`src/hw/rtl/kpu_pkg.sv`:
```
// Shared types, constants and the factorial table for the permutation unranker.
`timescale 1ns / 1ps

package kpu_pkg;

  // Largest set size accepted; the 29-bit rank holds at most 12!, so it is capped at twelve
  localparam int MaxSize = 12;
  localparam int HwLimit = 12;
  localparam int SizeCap = (MaxSize < HwLimit) ? MaxSize : HwLimit;

  localparam int SizeW = 4;
  localparam int RankW = 29;
  localparam int ElemW = 4;

  // Input transaction
  typedef struct packed {
    logic [SizeW-1:0] set_size;
    logic [RankW-1:0] rank;
  } kpu_in_t;

  // Result transaction
  typedef struct packed {
    logic [ElemW-1:0] element;
    logic             last;
    logic             error;
  } kpu_out_t;

  // Commands from the controller to the datapath
  typedef struct packed {
    logic load;      // capture the input transaction
    logic init;      // load rank-1, size and the unused list
    logic sub;       // take one factorial off the remaining rank
    logic emit;      // send the selected element and drop it from the list
    logic emit_err;  // send the single error result
  } kpu_cmd_t;

  // Status from the datapath to the controller
  typedef struct packed {
    logic bad_input;  // size or rank out of range
    logic rank_ge;    // remaining rank still at or above the factorial
    logic last_pos;   // one place left to fill
    logic out_free;   // output register can take a result
  } kpu_sts_t;

  // n! for n = 0..12; codes above twelve return zero
  function automatic logic [RankW-1:0] kpu_fact(input logic [SizeW-1:0] n);
    logic [RankW-1:0] f;
    case (n)
      4'd0:    f = 29'd1;
      4'd1:    f = 29'd1;
      4'd2:    f = 29'd2;
      4'd3:    f = 29'd6;
      4'd4:    f = 29'd24;
      4'd5:    f = 29'd120;
      4'd6:    f = 29'd720;
      4'd7:    f = 29'd5040;
      4'd8:    f = 29'd40320;
      4'd9:    f = 29'd362880;
      4'd10:   f = 29'd3628800;
      4'd11:   f = 29'd39916800;
      4'd12:   f = 29'd479001600;
      default: f = 29'd0;
    endcase
    return f;
  endfunction

endpackage

```
`src/hw/rtl/kth_permutation_unrank.sv`:
```
// Top level: k-th lexicographic permutation of 1..n, one element per result transaction.
// Each accepted transaction is range-checked; then, for every place, the repeated-subtraction
//   divider takes off the factorial once per unit of the digit (0..n-1), one digit per pass,
//   before the element is emitted. A new transaction is taken only after the last element.
// An out-of-range transaction yields its single error result once the range check fails.
// Reset (rst_n low, synchronous) returns the controller to idle and drops any pending result.
`timescale 1ns / 1ps

module kth_permutation_unrank (
  input  logic              clk,
  input  logic              rst_n,
  input  logic              in_valid,
  output logic              in_stall,
  input  kpu_pkg::kpu_in_t  in_data,
  output logic              out_valid,
  input  logic              out_stall,
  output kpu_pkg::kpu_out_t out_data
);

  kpu_pkg::kpu_cmd_t cmd;
  kpu_pkg::kpu_sts_t sts;

  kpu_ctrl u_ctrl (
    .clk      (clk),
    .rst_n    (rst_n),
    .in_valid (in_valid),
    .in_stall (in_stall),
    .sts      (sts),
    .cmd      (cmd)
  );

  kpu_dp u_dp (
    .clk       (clk),
    .rst_n     (rst_n),
    .in_data   (in_data),
    .out_stall (out_stall),
    .out_valid (out_valid),
    .out_data  (out_data),
    .cmd       (cmd),
    .sts       (sts)
  );

endmodule

```
`src/hw/rtl/kpu_ctrl.sv`:
```
// Controller state machine sequencing range check, digit extraction and emission.
`timescale 1ns / 1ps

module kpu_ctrl (
  input  logic              clk,
  input  logic              rst_n,
  input  logic              in_valid,
  output logic              in_stall,
  input  kpu_pkg::kpu_sts_t sts,
  output kpu_pkg::kpu_cmd_t cmd
);

  typedef enum logic [4:0] {
    S_IDLE  = 5'b00001,
    S_CHECK = 5'b00010,
    S_DIV   = 5'b00100,
    S_EMIT  = 5'b01000,
    S_ERR   = 5'b10000
  } state_t;

  state_t state_r, state_nxt;

  // Accept a new transaction only when idle
  assign in_stall = (state_r != S_IDLE);

  // Next state and datapath commands
  always_comb begin
    state_nxt = state_r;
    cmd       = '0;
    unique case (state_r)
      S_IDLE: begin
        if (in_valid) begin
          cmd.load  = 1'b1;
          state_nxt = S_CHECK;
        end
      end
      S_CHECK: begin
        if (sts.bad_input) begin
          state_nxt = S_ERR;
        end else begin
          cmd.init  = 1'b1;
          state_nxt = S_DIV;
        end
      end
      S_DIV: begin
        // subtract the factorial until the rank drops below it
        if (sts.rank_ge) begin
          cmd.sub = 1'b1;
        end else begin
          state_nxt = S_EMIT;
        end
      end
      S_EMIT: begin
        if (sts.out_free) begin
          cmd.emit  = 1'b1;
          state_nxt = sts.last_pos ? S_IDLE : S_DIV;
        end
      end
      S_ERR: begin
        if (sts.out_free) begin
          cmd.emit_err = 1'b1;
          state_nxt    = S_IDLE;
        end
      end
      default: state_nxt = S_IDLE;
    endcase
  end

  always_ff @(posedge clk) begin
    if (!rst_n) begin
      state_r <= S_IDLE;
    end else begin
      state_r <= state_nxt;
    end
  end

endmodule

```
`src/hw/rtl/kpu_dp.sv`:
```
// Datapath: rank registers, subtract-based digit divider, unused-element list, output register.
`timescale 1ns / 1ps

module kpu_dp (
  input  logic              clk,
  input  logic              rst_n,
  input  kpu_pkg::kpu_in_t  in_data,
  input  logic              out_stall,
  output logic              out_valid,
  output kpu_pkg::kpu_out_t out_data,
  input  kpu_pkg::kpu_cmd_t cmd,
  output kpu_pkg::kpu_sts_t sts
);

  localparam int NumElems = kpu_pkg::SizeCap;
  localparam int ListW    = NumElems * kpu_pkg::ElemW;

  logic [kpu_pkg::SizeW-1:0] size_r;
  logic [kpu_pkg::RankW-1:0] rank_r;
  logic [kpu_pkg::RankW-1:0] rem_r, rem_nxt;
  logic [kpu_pkg::SizeW-1:0] places_r, places_nxt;
  logic [kpu_pkg::SizeW-1:0] pick_r, pick_nxt;
  logic [ListW-1:0]          list_r, list_nxt;
  logic                      out_valid_r, out_valid_nxt;
  kpu_pkg::kpu_out_t         out_r, out_nxt;

  logic [kpu_pkg::RankW-1:0] fact_cur;
  logic [ListW-1:0]          list_up;
  logic [kpu_pkg::ElemW-1:0] chosen;

  // Range check of the captured transaction
  assign sts.bad_input = (size_r == '0) ||
                         (size_r > kpu_pkg::SizeW'(kpu_pkg::SizeCap)) ||
                         (rank_r == '0) ||
                         (rank_r > kpu_pkg::kpu_fact(size_r));

  // Factorial of the places after the current one
  assign fact_cur     = kpu_pkg::kpu_fact(places_r - kpu_pkg::SizeW'(1));
  assign sts.rank_ge  = (rem_r >= fact_cur);
  assign sts.last_pos = (places_r == kpu_pkg::SizeW'(1));
  assign sts.out_free = !out_valid_r || !out_stall;

  // Select the pick-th unused element
  assign chosen  = list_r[{pick_r, 2'b00} +: kpu_pkg::ElemW];
  assign list_up = list_r >> kpu_pkg::ElemW;

  // Working registers
  always_comb begin
    rem_nxt    = rem_r;
    places_nxt = places_r;
    pick_nxt   = pick_r;
    list_nxt   = list_r;
    if (cmd.init) begin
      rem_nxt    = rank_r - kpu_pkg::RankW'(1);
      places_nxt = size_r;
      pick_nxt   = '0;
      for (int i = 0; i < NumElems; i++) begin
        list_nxt[i*kpu_pkg::ElemW +: kpu_pkg::ElemW] = kpu_pkg::ElemW'(i + 1);
      end
    end else if (cmd.sub) begin
      rem_nxt  = rem_r - fact_cur;
      pick_nxt = pick_r + kpu_pkg::SizeW'(1);
    end else if (cmd.emit) begin
      // drop the chosen element, close the gap above it
      places_nxt = places_r - kpu_pkg::SizeW'(1);
      pick_nxt   = '0;
      for (int i = 0; i < NumElems; i++) begin
        if (kpu_pkg::SizeW'(i) >= pick_r) begin
          list_nxt[i*kpu_pkg::ElemW +: kpu_pkg::ElemW] =
            list_up[i*kpu_pkg::ElemW +: kpu_pkg::ElemW];
        end
      end
    end
  end

  // Output register
  always_comb begin
    out_nxt       = out_r;
    out_valid_nxt = out_valid_r;
    if (cmd.emit) begin
      out_nxt.element = chosen;
      out_nxt.last    = sts.last_pos;
      out_nxt.error   = 1'b0;
      out_valid_nxt   = 1'b1;
    end else if (cmd.emit_err) begin
      out_nxt.element = '0;
      out_nxt.last    = 1'b1;
      out_nxt.error   = 1'b1;
      out_valid_nxt   = 1'b1;
    end else if (!out_stall) begin
      out_valid_nxt = 1'b0;
    end
  end

  always_ff @(posedge clk) begin
    if (!rst_n) begin
      out_valid_r <= 1'b0;
    end else begin
      out_valid_r <= out_valid_nxt;
    end
  end

  always_ff @(posedge clk) begin
    if (cmd.load) begin
      size_r <= in_data.set_size;
      rank_r <= in_data.rank;
    end
    rem_r    <= rem_nxt;
    places_r <= places_nxt;
    pick_r   <= pick_nxt;
    list_r   <= list_nxt;
    out_r    <= out_nxt;
  end

  assign out_valid = out_valid_r;
  assign out_data  = out_r;

endmodule

```
`config.mk`:
```
export PLATFORM = sky130hd
export DESIGN_NAME = kth_permutation_unrank
export DESIGN_NICKNAME = d
export VERILOG_FILES = /design/src/hw/rtl/kpu_pkg.sv /design/src/hw/rtl/kth_permutation_unrank.sv /design/src/hw/rtl/kpu_ctrl.sv /design/src/hw/rtl/kpu_dp.sv
export SDC_FILE = /design/constraint.sdc
export NUM_CORES = 1
export LEC_CHECK = 0
export ABC_AREA = 1
export BUFFER_PORTS_ARGS = -buffer_cell sky130_fd_sc_hd__buf_2
export CORE_MARGIN = 3
export CORE_UTILIZATION = 40
export CTS_BUF_LIST = sky130_fd_sc_hd__clkbuf_4 sky130_fd_sc_hd__clkbuf_8 sky130_fd_sc_hd__clkbuf_16
export DETAILED_ROUTE_END_ITERATION = 16
export PLACE_DENSITY = 0.58
export SETUP_SLACK_MARGIN = 0.2
export SKIP_CTS_REPAIR_TIMING = 1
export SLEW_MARGIN = 20
export SYNTH_ARGS = -nofsm -noshare
export SYNTH_HDL_FRONTEND = slang
export SYNTH_SLANG_ARGS = --single-unit
```
`constraint.sdc`:
```
create_clock -name clk -period 3.9 [get_ports clk]
set_input_delay 0.78 -clock clk [delete_from_list [all_inputs] [get_ports clk]]
set_output_delay 0.78 -clock clk [all_outputs]
set_load 0.02 [all_outputs]
```
==> results of run 1 <==
==> layout by cell type, fill, tap and decap left out, types with 3 or more instances in the layout <==
cell type,netlist,layout
nand2_2,5,13
clkinv_4,0,4
a21oi_1,65,63
a21o_1,3,3
nand3_1,59,59
inv_1,182,179
ha_1,71,68
ha_4,0,3
buf_4,3,23
clkbuf_16,0,21
o21bai_1,7,7
or2_1,3,3
nor2_2,6,14
nor2_1,122,111
or2_2,4,4
inv_2,5,7
o2111ai_1,3,3
o21ai_1,12,14
nor3_1,25,22
xnor2_1,12,12
buf_2,9,44
edfxtp_1,71,71
inv_4,0,3
o21ai_2,3,4
o21ai_0,74,71
o21a_1,3,3
nor3_2,4,6
o211ai_1,38,38
nor4_1,5,5
xor2_1,28,28
nand2_1,320,310
nor2_4,1,4
nand4_1,15,15
dfxtp_1,76,76
==> worst paths after layout <==
check | end | depth (start not counted) | start | slack [ns]
worst min-delay path | u_dp.out_data[0] | 2 | u_dp.out_data[0] | 0.45
worst min register to register | u_dp.out_data[0] | 2 | u_dp.out_data[0] | 0.45
worst max register to register | u_dp.rem_r[11] | 19 | u_dp.places_r[0] | 0.31
worst max-delay path | u_dp.rem_r[11] | 19 | u_dp.places_r[0] | 0.31
==> where the power goes <==
| group | total, mW | switching (mW) | internal [mW] |
|---|---|---|---|
| sequential | 2.01 | 0.172 | 1.84 |
| combinational | 1.33 | 0.858 | 0.469 |
| clock | 1.65 | 0.667 | 0.982 |
==> worst max-delay path: stages, from the launching register on <==
cell and delay (ns):
edfxtp_1 0.44, inv_2 0.09, ha_1 0.21, or2_2 0.32
nand2_4 0.13, clkinvlp_4 0.18, nor2_2 0.14, a21oi_1 0.09
ha_1 0.40, nand2_2 0.12, nor2_4 0.14, nand2_2 0.10
nor2_2 0.16, nand2_1 0.08, nand3_1 0.07, nor2_1 0.06
nand2_2 0.11, nand2_1 0.11, nand2_4 0.17, clkbuf_16 0.19
==> metrics by stage <==
stage | cell area (µm²) | cells | setup WS (ns) | utilization | hold slack [ns]
after floorplan | 9464 | 1265 | 0.4335 | - | 0.4428
after global placement | 10040 | 1609 | 0.3025 | 0.4381 | 0.4417
after detailed placement | 10040 | 1609 | 0.1917 | 0.4381 | 0.4458
after CTS | 10640 | 1641 | 0.1738 | 0.4644 | 0.4565
after global routing | 10960 | 1658 | 0.1287 | 0.4783 | 0.4716
final | 10960 | 1658 | 0.3150 | 0.4783 | 0.4503
==> final cells by class <==
| class | instances | area, µm² | area share |
|---|---|---|---|
| clock buffers | 21 | 490.5 | 0.04475 |
| repair buffers | 71 | 474.2 | 0.04326 |
| clock inverters | 11 | 112.6 | 0.01027 |
| flip-flops and latches | 147 | 3654 | 0.3333 |
| inverters | 189 | 716.9 | 0.06541 |
| multi-input cells | 906 | 5121 | 0.4672 |
| well taps | 313 | 391.6 | 0.03573 |
==> kinds of logic after synthesis <==
kind of cell,after synthesis,share of synthesized area
AOI/OAI and AO/OA,213,0.1297
xor gates and xnor gates,40,0.03703
adders and majority gates,72,0.09601
buffers and inverters,212,0.08820
DFF,147,0.3861
and+or+nand+nor,581,0.2629
==> per-layer routing <==
metal / vias up / GRT usage / routed length, µm
li1: 4323 / - / -
met1: 3730 / 0.2752 / 12280
met2: 231 / 0.2997 / 10730
met3: 44 / 0.02490 / 1135
met4: 0 / 0.05325 / 555
met5: - / 0 / 0
==> impl_metrics.json, run 1 <==
{
  "finalPower_mw": 4.983,
  "synth_cell_types": 50,
  "yosysWarnings": 0,
  "rsz0062_at_grt": "false",
  "p_leak_nw": 5.007,
  "drv_cap": 0,
  "dpl.hpwl_mm": 19.02,
  "synth_top_area_frac": 0.2253,
  "dr.first_iter.drc_count": 638,
  "drive_above_1_share": 0.1264,
  "io_pins": 45,
  "num_vias": 8328,
  "syn_area_per_cell_um2": 7.480,
  "yosysMostFrequentCell": "nand2_1",
  "end_kind": "flop",
  "areaGrowthSynthToFinish_pct": 15.84,
  "cts_htree_levels": 4,
  "detail_route.vias_per_cell": 5.023,
  "max_freq_mhz": 278.9,
  "setup_viol": 0,
  "synth_enable_flop_cells": 71,
  "first_global_vias": 7795,
  "grt_max_degree": 51,
  "synth-seq-area-share": 0.3861,
  "clk_pin_slew_ns": 0.06,
  "peakVddDrop_uv": 408.4,
  "slew_headroom": 0.4726,
  "gr-total-overflow": 0,
  "design.die.area_mm2": 0.02554,
  "grtUsageTotal": 0.1903,
  "antenna_left": 0,
  "die_x_um": 159.8,
  "powerDensity_mw_per_mm2": 454.6,
  "io_buffers": 44,
  "fillers": 2265,
  "first_pass_iters": 5,
  "core_area_mm2": 0.02292,
  "cts_tree": "done",
  "synthTopCellsByArea": "edfxtp_1 23%, dfxtp_1 16%, nand2_1 13%, ha_1 9.4%, inv_1 7.2%",
  "path_max_fanout": 7,
  "hold_violations": 0,
  "n_antenna_cell": 0,
  "syn_inst": 1265,
  "syn_area_mm2": 0.009462,
  "arrival_ns": 3.72,
  "clk-insertion-delay-late_ns": 0.42,
  "place.gp.congestion": 0.9670,
  "clockRootBuffer": "clkbuf_16",
  "finalCriticalPeriod_ns": 3.585,
  "min_path_type": "reg -> reg",
  "die_h_um": 159.8,
  "required_ns": 4.03,
  "maxSlewViolCount": 0,
  "synthFlopType": "dfxtp_1",
  "cts.sinks": 147,
  "status": "finished clean",
  "drc": 0,
  "crit_type": "reg -> reg",
  "finalCritPeriodShare": 0.9192,
  "routed_wl_mm": 24.70,
  "nNetsFinal": 1441,
  "timing.setup.tns_ns": 0,
  "initial_core_util": 0.4129,
  "avgRoutedWirePerCell_um": 14.90,
  "worst_slew_pin_slew_ns": 0.7850,
  "worstSetupStartpointType": "flop",
  "ys_ff_latch": 147,
  "synth_fp_nets": 1374,
  "clockBufferDepth": 2,
  "clock_skew_ns": 0.01127,
  "numCtsBuffers": 17,
  "fp-row-count": 55,
  "synth_area_leader_cell": "edfxtp_1",
  "ys_async_sr_fraction": 0,
  "synthTopCellsByCount": "320 x nand2_1, 182 x inv_1, 122 x nor2_1",
  "antenna_found_initial": 0,
  "grt_pass1_wl_mm": 39.33
}
(Power assumes the default switching activity.)
==> run 2: changes to the inputs <==
SYNTH_HIERARCHICAL = 1   (was default)
==> run 2 against run 1 <==
Effect of this change:
- clock-buffer cell count decreased by 3
- flip-flop and latch count unchanged
- global-route usage increased by 1.3 points
- critical path depth grew 7
- largest cell class unchanged
==> impl_metrics.json, run 2 <==
{
  "place.gp.congestion": 0.9452,
  "detail_route.vias_per_cell": 4.928,
  "drv_cap": 0,
  "synthTopCellsByCount": "387 x nand2_1, 200 x inv_1, 157 x nor2_1",
  "synth_area_leader_cell": "edfxtp_1",
  "fin_cells": 1832,
  "grt_pass1_wl_mm": 42.68,
  "finalCritPeriodShare": 0.9603,
  "avgRoutedWirePerCell_um": 14.68,
  "nNetsFinal": 1609,
  "clockBufferDepth": 2,
  "grt_max_degree": 37,
  "setup_viol": 0,
  "io_buffers": 44,
  "r2r_slack_ns": 0.15,
  "maxSlewViolCount": 0,
  "synth_fp_nets": 1483,
  "core_area_mm2": 0.02368,
  "worstReg2RegStart": "u_dp/places_r[0]",
  "cpMaxStageDelayCell": "edfxtp_1",
  "dr.first_iter.drc_count": 559,
  "ys_ff_latch": 147,
  "design.die.area_mm2": 0.02626,
  "path_max_fanout": 7,
  "gr-total-overflow": 0,
  "areaGrowthSynthToFinish_pct": 23.60,
  "routed_wl_mm": 26.89,
  "powerDensity_mw_per_mm2": 569.5,
  "io_pins": 45,
  "yosysWarnings": 6,
  "clk-insertion-delay-late_ns": 0.42,
  "synthFlopType": "dfxtp_1",
  "cts.sinks": 147,
  "max_freq_mhz": 267.0,
  "crit_type": "reg -> reg",
  "clk_pin_slew_ns": 0.06,
  "antenna_left": 0,
  "syn_inst": 1374,
  "initial_core_util": 0.4112,
  "startpoint": "u_dp/places_r[0]",
  "worstSetupStartpointType": "flop",
  "dpl.hpwl_mm": 20.86,
  "finalWorstSetupSlack_ns": 0.1546,
  "finalPower_mw": 6.856,
  "required_ns": 4.21,
  "yosysMostFrequentCell": "nand2_1",
  "synthTopCellsByArea": "edfxtp_1 22%, dfxtp_1 16%, nand2_1 15%, ha_1 9.1%, inv_1 7.7%",
  "ys_async_sr_fraction": 0,
  "num_vias": 9029,
  "first_global_vias": 8302,
  "clockRootBuffer": "clkbuf_16",
  "hp-start": "u_dp/out_data[0]",
  "syn_area_per_cell_um2": 7.088,
  "cts_htree_levels": 4,
  "die_h_um": 162.0,
  "synth_top_area_frac": 0.2189,
  "placed_cells": 1784,
  "whs_ns": 0.4793,
  "slowest_delay_ns": 0.42,
  "syn_area_mm2": 0.009739,
  "rsz0062_at_grt": "true",
  "end_kind": "flop",
  "cp_num_buf_inv": 9,
  "p_leak_nw": 5.681,
  "worst_slew_pin_slew_ns": 0.7246,
  "die_x_um": 162.0,
  "final_common_cell": "nand2_1",
  "synth-seq-area-share": 0.3751,
  "n_antenna_cell": 0,
  "hold_violations": 0,
  "synth_enable_flop_cells": 71,
  "antenna_found_initial": 0,
  "min_path_type": "reg -> reg",
  "crit_family": "simple AND/OR/NAND/NOR gates",
  "peakVddDrop_uv": 300.2,
  "finalCriticalPeriod_ns": 3.745,
  "cts_tree": "done",
  "pre_cts_slack_ns": 0.009731,
  "clock_skew_ns": 0.01189,
  "arrival_ns": 4.06,
  "synth_cell_types": 50,
  "post-route-util": 0.5083,
  "fp-row-count": 56,
  "slew_headroom": 0.5164,
  "first_pass_iters": 5,
  "layout_common_cells": "359 x nand2_1, 186 x inv_1, 142 x nor2_1",
  "numCtsBuffers": 17,
  "grtUsageTotal": 0.2032,
  "drc": 0,
  "status": "finished clean",
  "drive_above_1_share": 0.2069,
  "cp_common_cell": "inv_2"
}
[run 2: changes by cell type after synthesis, moves of 6 or more]
cell      previous run  this run
o211ai_1            38         8
o22ai_1              1         7
o21ai_0             74        68
xor2_1              28         4
nor3_1              25        13
inv_2                5        16
nor2_4               1         9
nand2_1            320       387
inv_1              182       200
a21oi_1             65        56
nand3_1             59        94
nor2_1             122       157
[run 2: where the power goes]
part | internal [mW] | total [mW] | switching, mW
Clock | 0.849 | 1.57 | 0.723
Sequential | 2.15 | 2.55 | 0.403
Combinational | 1.04 | 2.73 | 1.69
[run 2: per-layer routing]
| metal | vias to the layer above | global-route usage | wire length, µm |
|---|---|---|---|
| met5 | - | 0 | 0 |
| met4 | 0 | 0.04847 | 412 |
| met3 | 26 | 0.04055 | 1465 |
| met2 | 201 | 0.2984 | 11370 |
| met1 | 4092 | 0.3064 | 13640 |
| li1 | 4710 | - | - |
[run 2: worst register-to-register path: stages, from the launching register on]
cell and delay [ns]:
edfxtp_1 0.42, inv_2 0.08, ha_4 0.16, or2_4 0.27, nand2_8 0.10, clkinvlp_4 0.16, nand3_1 0.15, buf_6 0.18
ha_4 0.23, buf_4 0.15, inv_1 0.09, o21ai_0 0.10, nor2_1 0.19, nand3_2 0.11, nand4_1 0.10, nand2_2 0.09
nand4_1 0.12, inv_2 0.05, nor2_2 0.09, inv_2 0.08, nor2_4 0.14, buf_6 0.13, nand2_8 0.08, nor2_4 0.16
inv_2 0.08, nor2_1 0.09, nor2_1 0.05
[run 2: path summary, 6_finish.rpt]
kind,depth (start not counted),endpoint
hold / removal,2,u_dp/out_data[0]
setup / recovery,26,u_dp/list_r[4]
hold reg to reg,2,u_dp/out_data[0]
setup reg to reg,26,u_dp/list_r[4]
[run 2: area by class of cell]
class,count,area [µm²]
clock buffers,18,439.2
flip-flops and latches,147,3654
well taps,319,399.1
inverters,219,843.3
multi-input cells,989,5664
clock inverters,14,112.6
repair buffers,126,925.9
fillers,2374,11640
[run 2: metrics by stage]
step	area [µm²]	TNS [ns]
2_1_floorplan	9747	0
3_3_place_gp	10810	0
3_5_place_dp	10810	0
4_1_cts	11360	-0.09172
5_1_grt	12040	-0.6080
6_report	12040	0
[run 2: logic make-up (layout without fill, tap and decap cells)]
logic type | after synthesis | count (layout) | synth area share
AO/OA/AOI/OAI | 177 | 177 | 0.1010
XOR/XNOR | 16 | 16 | 0.01439
adder cells (fa/ha/maj) | 72 | 72 | 0.09327
buffers and inverters | 238 | 377 | 0.09327
flip-flops | 147 | 147 | 0.3751
AND/OR/NAND/NOR | 724 | 724 | 0.3230
